File: config.mk
export PLATFORM = sky130hd
export DESIGN_NAME = hill_cipher_mod37
export DESIGN_NICKNAME = d
export VERILOG_FILES = /design/src/rtl/core/hcm37_pkg.sv /design/src/rtl/core/hcm37_ctrl.sv /design/src/rtl/core/hcm37_dp.sv /design/src/rtl/core/hill_cipher_mod37.sv
export SDC_FILE = /design/constraint.sdc
export NUM_CORES = 2
export LEC_CHECK = 0
export BUFFER_PORTS_ARGS = -buffer_cell sky130_fd_sc_hd__buf_2
export CAP_MARGIN = 25
export CORE_UTILIZATION = 25
export CTS_CLUSTER_SIZE = 8
export DETAILED_ROUTE_END_ITERATION = 16
export SLEW_MARGIN = 20
export SYNTH_ARGS = -nofsm -noshare
export SYNTH_HDL_FRONTEND = slang
export SYNTH_HIERARCHICAL = 1
export SYNTH_SLANG_ARGS = --single-unit
File: constraint.sdc
create_clock -name clock -period 17.7 [get_ports clock]
set_clock_uncertainty 0.15 [all_clocks]
set_input_delay 3.54 -clock clock [delete_from_list [all_inputs] [get_ports clock]]
set_output_delay 3.54 -clock clock [all_outputs]
set_load 0.01 [all_outputs]
File: src/rtl/core/hcm37_pkg.sv
package hcm37_pkg;

   localparam int MAX_BLOCK = 7;
   localparam int HW_ROWS   = 7;
   localparam int LIM_ROWS  = (MAX_BLOCK < HW_ROWS) ? MAX_BLOCK : HW_ROWS;

   localparam int CHAR_W  = 8;
   localparam int SYM_W   = 6;
   localparam int CNT_W   = 3;
   localparam int BSZ_W   = 3;
   localparam int KEY_W   = SYM_W * HW_ROWS;
   localparam int CSR_W   = KEY_W;
   localparam int IDX_W   = 3;
   localparam int PROD_W  = 2 * SYM_W;
   localparam int SUM_W   = 15;
   localparam int QUO_W   = 10;

   localparam logic [SYM_W-1:0] PAD_SYMBOL = 6'd36;
   localparam logic [SYM_W-1:0] DIGIT_BASE = 6'd26;
   localparam int               MODULUS    = 37;

   // floor(s / 37) == (s * RECIP) >> RECIP_SHIFT for every s below 2**SUM_W
   localparam int RECIP_SHIFT = 21;
   localparam logic [16:0] RECIP = 17'd56680;
   localparam int QPROD_W = SUM_W + 17;

   localparam logic [IDX_W-1:0] CSR_BLOCK_SIZE = 3'd0;
   localparam logic [IDX_W-1:0] CSR_KEY_ROW_0  = 3'd1;
   localparam logic [IDX_W-1:0] CSR_KEY_ROW_6  = 3'd7;

   typedef enum logic [4:0] {
      ST_IDLE = 5'b00001,
      ST_DOT  = 5'b00010,
      ST_QUO  = 5'b00100,
      ST_RES  = 5'b01000,
      ST_SEND = 5'b10000
   } state_type;

   typedef struct packed {
      logic take;
      logic dot;
      logic quo;
      logic res;
      logic next_row;
      logic done;
   } cmd_type;

   typedef struct packed {
      logic close;
      logic last_row;
   } status_type;

   function automatic logic [SYM_W:0] char_to_sym(input logic [CHAR_W-1:0] ch);
      logic [SYM_W:0] r;
      r = '0;
      if (ch >= 8'h41 && ch <= 8'h5A) begin
         r = {1'b1, 6'(ch - 8'h41)};
      end else if (ch >= 8'h30 && ch <= 8'h39) begin
         r = {1'b1, 6'(ch - 8'h30) + DIGIT_BASE};
      end else if (ch == 8'h20) begin
         r = {1'b1, PAD_SYMBOL};
      end
      return r;
   endfunction

   function automatic logic [CHAR_W-1:0] sym_to_char(input logic [SYM_W-1:0] s);
      logic [CHAR_W-1:0] r;
      if (s < DIGIT_BASE) begin
         r = 8'h41 + {2'b00, s};
      end else if (s < PAD_SYMBOL) begin
         r = 8'h30 + {2'b00, s - DIGIT_BASE};
      end else begin
         r = 8'h20;
      end
      return r;
   endfunction

endpackage

File: src/rtl/core/hcm37_ctrl.sv
module hcm37_ctrl
   import hcm37_pkg::*;
(
   input  logic       clock,
   input  logic       reset,
   input  logic       req_valid,
   input  logic       rsp_stall,
   input  status_type status,
   output cmd_type    cmd,
   output logic       req_stall,
   output logic       rsp_valid
);

   state_type state_ff, state_in;

   always_comb begin
      state_in = state_ff;
      cmd      = '0;
      unique case (state_ff)
         ST_IDLE: begin
            if (req_valid) begin
               cmd.take = 1'b1;
               if (status.close) begin
                  state_in = ST_DOT;
               end
            end
         end
         ST_DOT: begin
            cmd.dot  = 1'b1;
            state_in = ST_QUO;
         end
         ST_QUO: begin
            cmd.quo  = 1'b1;
            state_in = ST_RES;
         end
         ST_RES: begin
            cmd.res  = 1'b1;
            state_in = ST_SEND;
         end
         ST_SEND: begin
            if (!rsp_stall) begin
               if (status.last_row) begin
                  cmd.done = 1'b1;
                  state_in = ST_IDLE;
               end else begin
                  cmd.next_row = 1'b1;
                  state_in     = ST_DOT;
               end
            end
         end
         default: state_in = ST_IDLE;
      endcase
   end

   always_ff @(posedge clock) begin
      if (reset) begin
         state_ff <= ST_IDLE;
      end else begin
         state_ff <= state_in;
      end
   end

   assign req_stall = (state_ff != ST_IDLE);
   assign rsp_valid = (state_ff == ST_SEND);

endmodule

File: src/rtl/core/hcm37_dp.sv
module hcm37_dp
   import hcm37_pkg::*;
(
   input  logic              clock,
   input  logic              reset,
   input  logic              csr_we,
   input  logic [IDX_W-1:0]  csr_index,
   input  logic [CSR_W-1:0]  csr_data,
   input  logic [CHAR_W-1:0] req_in_char,
   input  logic              req_end_of_message,
   input  cmd_type           cmd,
   output status_type        status,
   output logic [CHAR_W-1:0] rsp_out_char,
   output logic              rsp_last_of_block,
   output logic              rsp_last_of_message
);

   logic [BSZ_W-1:0] bsz_ff, bsz_in;
   logic [KEY_W-1:0] key_ff [HW_ROWS];
   logic [KEY_W-1:0] key_in [HW_ROWS];
   logic [SYM_W-1:0] sym_ff [HW_ROWS];
   logic [CNT_W-1:0] pos_ff, pos_in;
   logic [CNT_W-1:0] scnt_ff, scnt_in;
   logic [CNT_W-1:0] row_ff, row_in;
   logic             eom_ff, eom_in;
   logic [SUM_W-1:0] sum_ff, sum_in;
   logic [QUO_W-1:0] quo_ff, quo_in;
   logic [CHAR_W-1:0] char_ff, char_in;
   logic             lob_ff, lob_in;
   logic             lom_ff, lom_in;

   logic [CNT_W-1:0]   n_eff;
   logic [CNT_W-1:0]   pos_next;
   logic [SYM_W:0]     dec;
   logic [KEY_W-1:0]   key_row;
   logic [SYM_W-1:0]   vec_c;
   logic [QPROD_W-1:0] qprod;
   logic [SUM_W-1:0]   rem;

   always_comb begin
      if (bsz_ff == '0) begin
         n_eff = CNT_W'(1);
      end else if (bsz_ff > CNT_W'(LIM_ROWS)) begin
         n_eff = CNT_W'(LIM_ROWS);
      end else begin
         n_eff = bsz_ff;
      end
   end

   assign dec = char_to_sym(req_in_char);

   // config registers
   always_comb begin
      bsz_in = bsz_ff;
      for (int r = 0; r < HW_ROWS; r++) begin
         key_in[r] = key_ff[r];
      end
      if (csr_we) begin
         if (csr_index == CSR_BLOCK_SIZE) begin
            bsz_in = csr_data[BSZ_W-1:0];
         end else if (csr_index >= CSR_KEY_ROW_0 && csr_index <= CSR_KEY_ROW_6) begin
            key_in[csr_index - CSR_KEY_ROW_0] = csr_data[KEY_W-1:0];
         end
      end
   end

   // position count after the current beat, saturating
   assign pos_next = (pos_ff < CNT_W'(HW_ROWS)) ? pos_ff + 1'b1 : pos_ff;

   // counts and block close
   always_comb begin
      pos_in  = pos_ff;
      scnt_in = scnt_ff;
      eom_in  = eom_ff;
      if (cmd.take) begin
         pos_in = pos_next;
         if (dec[SYM_W] && scnt_ff < CNT_W'(HW_ROWS)) begin
            scnt_in = scnt_ff + 1'b1;
         end
         eom_in = req_end_of_message;
      end else if (cmd.done) begin
         pos_in  = '0;
         scnt_in = '0;
      end
   end

   assign status.close    = (pos_next >= n_eff) || req_end_of_message;
   assign status.last_row = (row_ff == n_eff - 1'b1);

   assign key_row = key_ff[row_ff];

   always_comb begin
      row_in  = row_ff;
      sum_in  = sum_ff;
      quo_in  = quo_ff;
      char_in = char_ff;
      lob_in  = lob_ff;
      lom_in  = lom_ff;
      vec_c   = PAD_SYMBOL;
      qprod   = '0;
      rem     = '0;
      if (cmd.take || cmd.done) begin
         row_in = '0;
      end else if (cmd.next_row) begin
         row_in = row_ff + 1'b1;
      end
      if (cmd.dot) begin
         sum_in = '0;
         for (int c = 0; c < HW_ROWS; c++) begin
            vec_c = (CNT_W'(c) < scnt_ff) ? sym_ff[c] : PAD_SYMBOL;
            if (CNT_W'(c) < n_eff) begin
               sum_in = sum_in + SUM_W'(key_row[SYM_W*c +: SYM_W]) * SUM_W'(vec_c);
            end
         end
      end
      if (cmd.quo) begin
         qprod  = QPROD_W'(sum_ff) * QPROD_W'(RECIP);
         quo_in = qprod[RECIP_SHIFT +: QUO_W];
      end
      if (cmd.res) begin
         rem     = sum_ff - SUM_W'(quo_ff * SUM_W'(MODULUS));
         char_in = sym_to_char(rem[SYM_W-1:0]);
         lob_in  = status.last_row;
         lom_in  = status.last_row && eom_ff;
      end
   end

   always_ff @(posedge clock) begin
      if (reset) begin
         bsz_ff  <= BSZ_W'(1);
         pos_ff  <= '0;
         scnt_ff <= '0;
         row_ff  <= '0;
         for (int r = 0; r < HW_ROWS; r++) begin
            key_ff[r] <= '0;
         end
      end else begin
         bsz_ff  <= bsz_in;
         pos_ff  <= pos_in;
         scnt_ff <= scnt_in;
         row_ff  <= row_in;
         for (int r = 0; r < HW_ROWS; r++) begin
            key_ff[r] <= key_in[r];
         end
      end
   end

   always_ff @(posedge clock) begin
      if (cmd.take && dec[SYM_W] && scnt_ff < CNT_W'(HW_ROWS)) begin
         sym_ff[scnt_ff] <= dec[SYM_W-1:0];
      end
      eom_ff  <= eom_in;
      sum_ff  <= sum_in;
      quo_ff  <= quo_in;
      char_ff <= char_in;
      lob_ff  <= lob_in;
      lom_ff  <= lom_in;
   end

   assign rsp_out_char        = char_ff;
   assign rsp_last_of_block   = lob_ff;
   assign rsp_last_of_message = lom_ff;

endmodule

File: src/rtl/core/hill_cipher_mod37.sv
// channel  ports                                              dir
// req      req_valid req_stall req_in_char req_end_of_message in
// rsp      rsp_valid rsp_stall rsp_out_char rsp_last_of_block  out
//          rsp_last_of_message
// csr      csr_we csr_index csr_data                          in
//
// A beat that does not close a block needs only the idle state. After a
// closing beat each of the n rows of the block runs the steps dot product,
// quotient, remainder and send in turn on the one shared row unit.
// Reset is synchronous and clears counts, block_size (to 1) and keys.
// rsp_stall holds the current row in place; req_stall is high while rows drain.
module hill_cipher_mod37
   import hcm37_pkg::*;
(
   input  logic              clock,
   input  logic              reset,
   input  logic              csr_we,
   input  logic [IDX_W-1:0]  csr_index,
   input  logic [CSR_W-1:0]  csr_data,
   input  logic              req_valid,
   output logic              req_stall,
   input  logic [CHAR_W-1:0] req_in_char,
   input  logic              req_end_of_message,
   output logic              rsp_valid,
   input  logic              rsp_stall,
   output logic [CHAR_W-1:0] rsp_out_char,
   output logic              rsp_last_of_block,
   output logic              rsp_last_of_message
);

   cmd_type    cmd;
   status_type status;

   hcm37_ctrl u_ctrl (
      .clock     (clock),
      .reset     (reset),
      .req_valid (req_valid),
      .rsp_stall (rsp_stall),
      .status    (status),
      .cmd       (cmd),
      .req_stall (req_stall),
      .rsp_valid (rsp_valid)
   );

   hcm37_dp u_dp (
      .clock               (clock),
      .reset               (reset),
      .csr_we              (csr_we),
      .csr_index           (csr_index),
      .csr_data            (csr_data),
      .req_in_char         (req_in_char),
      .req_end_of_message  (req_end_of_message),
      .cmd                 (cmd),
      .status              (status),
      .rsp_out_char        (rsp_out_char),
      .rsp_last_of_block   (rsp_last_of_block),
      .rsp_last_of_message (rsp_last_of_message)
   );

endmodule
# == Yosys cells after proc, flatten, opt, wreduce, memory -nomap -nowiden ==
# Memory sizes are Yosys's and may differ from the RTL's. A register that Yosys moved wholly into a read port is not among the register bits.
# Cells that the tools add are included.
# totals
register_bits,53
ram_bits,336
input_bits,59
wordCells,171
memories,2
# classes
n_bitwise,8
n_lt_le_gt_ge,28
n_addsub,18
n_mul,9
muxes,66
reduce_logical,17
eq_ne,12
# memory_table
memory,depth,width,rd,rd_ports_with_merged_regs,wr,line_no,rtl
u_dp.key_ff,7,42,8,1,7,hcm37_dp.sv:19,logic [KEY_W-1:0] key_ff [HW_ROWS];
u_dp.sym_ff,7,6,7,0,1,hcm37_dp.sv:21,logic [SYM_W-1:0] sym_ff [HW_ROWS];
# ops
cell,n
two-way mux 294 bit,3
two-way mux 42 bit,8
bitwise mux 294 bit,1
two-way mux 15 bit,12
demux 42 bit (select 3 bit),1
adder 15 x 12 -> 15 bit,6
multiplier 6 x 6 -> 12 bit,7
two-way mux 6 bit,7
multiplier 15 x 13 -> 28 bit (second input constant),1
two-way mux 3 bit,9
one-hot mux 5 bit (5 select lines),1
two-way mux 7 bit,3
< comparator 3 bit (first input constant),6
two-way mux 8 bit,2
two-way mux 5 bit,3
< comparator 1 x 3 -> 1 bit (first input constant),4
< comparator 2 x 3 -> 1 bit (first input constant),4
two-way mux 1 bit,12
two-way mux 12 bit,1
multiplier 10 x 6 -> 6 bit (second input constant),1
adder 3 x 1 -> 3 bit (second input constant),3
adder 7 x 6 -> 8 bit (first input constant),1
equality test 8 x 6 -> 1 bit (second input constant),1
greater-or-equal comparator 8 x 6 -> 1 bit (second input constant),1
37 further kinds,60

# == Logic depth before layout (Yosys ltp) ==
# depth
ltp_word,23
mapped_depth,67
depth_no_buf,62

# == Modules after synthesis ==
# The synthesis kept the hierarchy.
# modules_own_cells
mod,area_each_um2,n_inst,cells_per_inst
hcm37_dp,31252.5,1,3661
hcm37_ctrl,302.8,1,37

# == Least setup slack after synthesis ==
# OpenSTA, ideal clock, no wires.
# synth_path
path_type,flip-flop to flip-flop
from,register with a tool-made name
to,"register u_dp.sum_ff[14], data pin"
arrival_time_ns,14.127
required_time_ns,17.287
path_stages_with_launch,63
setup_ns,0.263
synth_period_minus_slack_ns,14.540
slack_ns,3.160
cell_sequence,dfxtp_1 buf_2 buf_1 mux4_2 mux2i_1 or2_2 fa_1 fa_1 fa_1 inv_1 ha_1 a21oi_1 xnor2_1 fa_1 ha_1 o211ai_1 a21o_1 nor2b_1 [27 not listed] fa_1 inv_1 ha_1 inv_1 a31oi_1 a41oi_1 o21ai_0 a21o_1 fa_1 inv_1 ha_1 or2_2 a21oi_1 a21oi_1 nand2_1 mux2i_1 o2111ai_1 xor2_1
# synth_rtl
item,line_no,rtl
to (signal assigned),hcm37_dp.sv:153,sum_ff <= sum_in;
to (decl),hcm37_dp.sv:26,"logic [SUM_W-1:0] sum_ff, sum_in;"

==> metrics <==
status=finished clean; Power Dens Cells=64.5 nW/um^2; die area=128,000 sq um; core area=124,000 sq um; top_reg_cell synth=dfxtp_1; Setup TNS Final=0 ps; fill count=13,100; post-synthesis cell type count=83; clock network fraction of total power=42.5%; Hold Crit Class=reg -> reg; Synth Cell Area=31,600 sq um; Port Buffers=70; initial antenna violation count=22; met2 WL=38,800 um; CP max stage cell=dfxtp_4; Net Sw Frac=27.5%; Seq pwr share=41.2%; # Post-CTS Setup Buffers=0; sequential fraction of the synthesis area=27.0%; syn nets=4,309; Logic pwr share=16.3%; WL per Instance=15.7 um; fin util=28.3%; Int Power=1.65 mW; nets@finish=4,310; via count=24,500; Initial Util=25.4%; Max rail drop VDD=66.5 uV; Hold Violations, Final=0; unrepaired setup endpoints after global routing=no; share of layout cells above drive strength 1=8.18%; P_leak=15.0 nW; asr flop ratio synth=0%; P_sw=0.626 mW; drt first pass iters=6; CP max stage delay=610 ps; YS warnings=6; Die X=357 um; htree depth=2; post-DP HPWL=61,100 um; CP endpoint kind=register; Seq cells post-synth=388; area delta synth->final=11.7%; crit path max fanout=32; Max Cap Viol=0; Hold Path Origin=u_dp/key_ff[2][10]; Critical Path AT=15,330 ps; Syn Area/Cell=8.53 sq um; Least-Margin Pin Slew=977 ps; total gr overflow=0; RePlAce Congestion=0.873; CTS Sinks=388; post-route ant nets=0; Tot GR Track Use=13.1%; final WL=84,100 um; cell row count=129; Synth Instances=3,698; Via density=4.58; Post-CTS Hold Fix Bufs=0; Slew Viols, Final=0; Tmin final=15,120 ps; global-route wire length before repair=134,000 um; Max clock buf depth=3; uppermost routed layer=met5; TritonCTS Buffers=55; clk root buf=clkbuf_16; dpl ws=2610 ps; clock slew at reported path FFs=60 ps; drc violations=0; CTS tree=done; Worst setup SP type=register; worst path bufs/invs=5; vias in the first global route=24,600; worst relative slew slack=34.8%; kind of critical path=reg -> reg; hold slack final=299 ps; final setup margin=2580 ps; Skew-Pair Late Insertion Delay=630 ps; Max Fclk=66.1 MHz; DIE HEIGHT=357 um; Worst EP required=17,900 ps; commonest cells after routing, fill and taps aside=836 x nand2_1, 429 x inv_1, 388 x a21oi_1, 312 x dfxtp_1, 298 x ha_1; cell mode on critical path=fa_1; pin count of the biggest net entering global routing=175; CP delay by family, top=adder cells; number of synthesized flops with an enable pin=74; drt first-iter violations=1,616; Setup violations, final=0; post-CTS sizing=0; met1 WL=39,300 um; commonest non-fill, non-tap cell in the layout=nand2_1; crit share post-route=85.4%; met3 WL post-DR=4380 um; IO Pins=71
area by class of cell:
| cell class | count | area [sq um] | share of cell area, % |
|---|---|---|---|
| Antenna cell | 2 | 5.00 | 0.0142 |
| Sequential cell | 388 | 8520 | 24.2 |
| Tap cell | 1637 | 2050 | 5.81 |
| Clock buffer | 71 | 1490 | 4.22 |
| Inverter | 431 | 1620 | 4.59 |
| Timing Repair Buffer | 102 | 626 | 1.78 |
| Multi-Input combinational cell | 2721 | 20900 | 59.2 |
| Clock inverter | 4 | 68.8 | 0.195 |
Yosys cell counts, types with 13 or more instances:
cell	n	area, sq um
and3_1	17	106
xor2_1	37	324
a21oi_1	388	1940
a211oi_1	13	97.6
inv_1	429	1610
fa_1	254	5080
nand2b_1	31	194
dfxtp_1	314	6290
o21a_1	22	165
nor2b_1	20	125
mux2_2	34	383
nor3_1	18	90.1
mux2i_1	70	701
xnor2_1	58	508
o21ai_0	110	551
or2_2	24	150
nand3_1	47	235
nor2_1	193	724
edfxtp_1	74	2220
o21bai_1	17	128
a21o_1	30	225
ha_1	298	3730
clkbuf_1	139	522
nand2_1	836	3140
mux4_2	42	946
and2_1	28	175
through the flow:
step	total power [mW]	area, sq um	instances
after CTS	2.30	35200	5353
after global routing	2.39	35200	5356
final	2.27	35200	5356
after global placement	1.32	33700	5277
after floorplan	1.22	31600	3698
after detailed placement	1.33	33700	5278
tightest hold or removal path, cell delays in order, from the launching register on:
cell and delay, ps:
dfxtp_1 300, nand2_1 50, a21oi_1 50
cells by family (layout without fill, tap and decap cells):
group,after synthesis,after routing,share of synthesized area (%)
AO/OA/AOI/OAI,667,667,12.1
XOR/XNOR,96,96,2.71
flip-flops,388,388,27.0
adder cells (fa/ha/maj),552,552,27.9
multiplexers,147,147,6.48
AND/OR/NAND/NOR,1258,1258,16.7
buffers and inverters,589,608,7.08
other,1,3,0.0119
worst paths after layout:
check / end / slack, ps / depth (start not counted)
setup reg to reg: u_dp/sum_ff[14] / 2580 / 59
setup / recovery: u_dp/sum_ff[14] / 2580 / 59
hold / removal: u_dp/key_ff[2][10] / 300 / 2
hold reg to reg: u_dp/key_ff[2][10] / 300 / 2
sequential cells by signal, indices dropped and copies added (netlist names), 3 cells and up, named ones only:
signal,count
u_dp/pos_ff,3
u_ctrl/state_ff,5
u_dp/rsp_out_char,8
u_dp/sum_ff,15
u_dp/key_ff,294
u_dp/bsz_ff,3
u_dp/sym_ff,42
u_dp/row_ff,3
u_dp/scnt_ff,3
u_dp/quo_ff,6
routing by layer:
layer	vias to the layer above	track usage, %
met5	-	0
met2	531	21.8
met4	22	2.97
li1	12100	-
met1	11800	17.8
met3	131	2.07
power groups by stage:
stage	sequential (mW)	combinational [mW]	clock [mW]
floorplan	0.951	0.265	0
global placement	0.954	0.363	0
detailed placement	0.955	0.373	0
CTS	0.937	0.375	0.987
global route	0.939	0.426	1.02
finish	0.937	0.371	0.966
(Power assumes the default switching activity.)
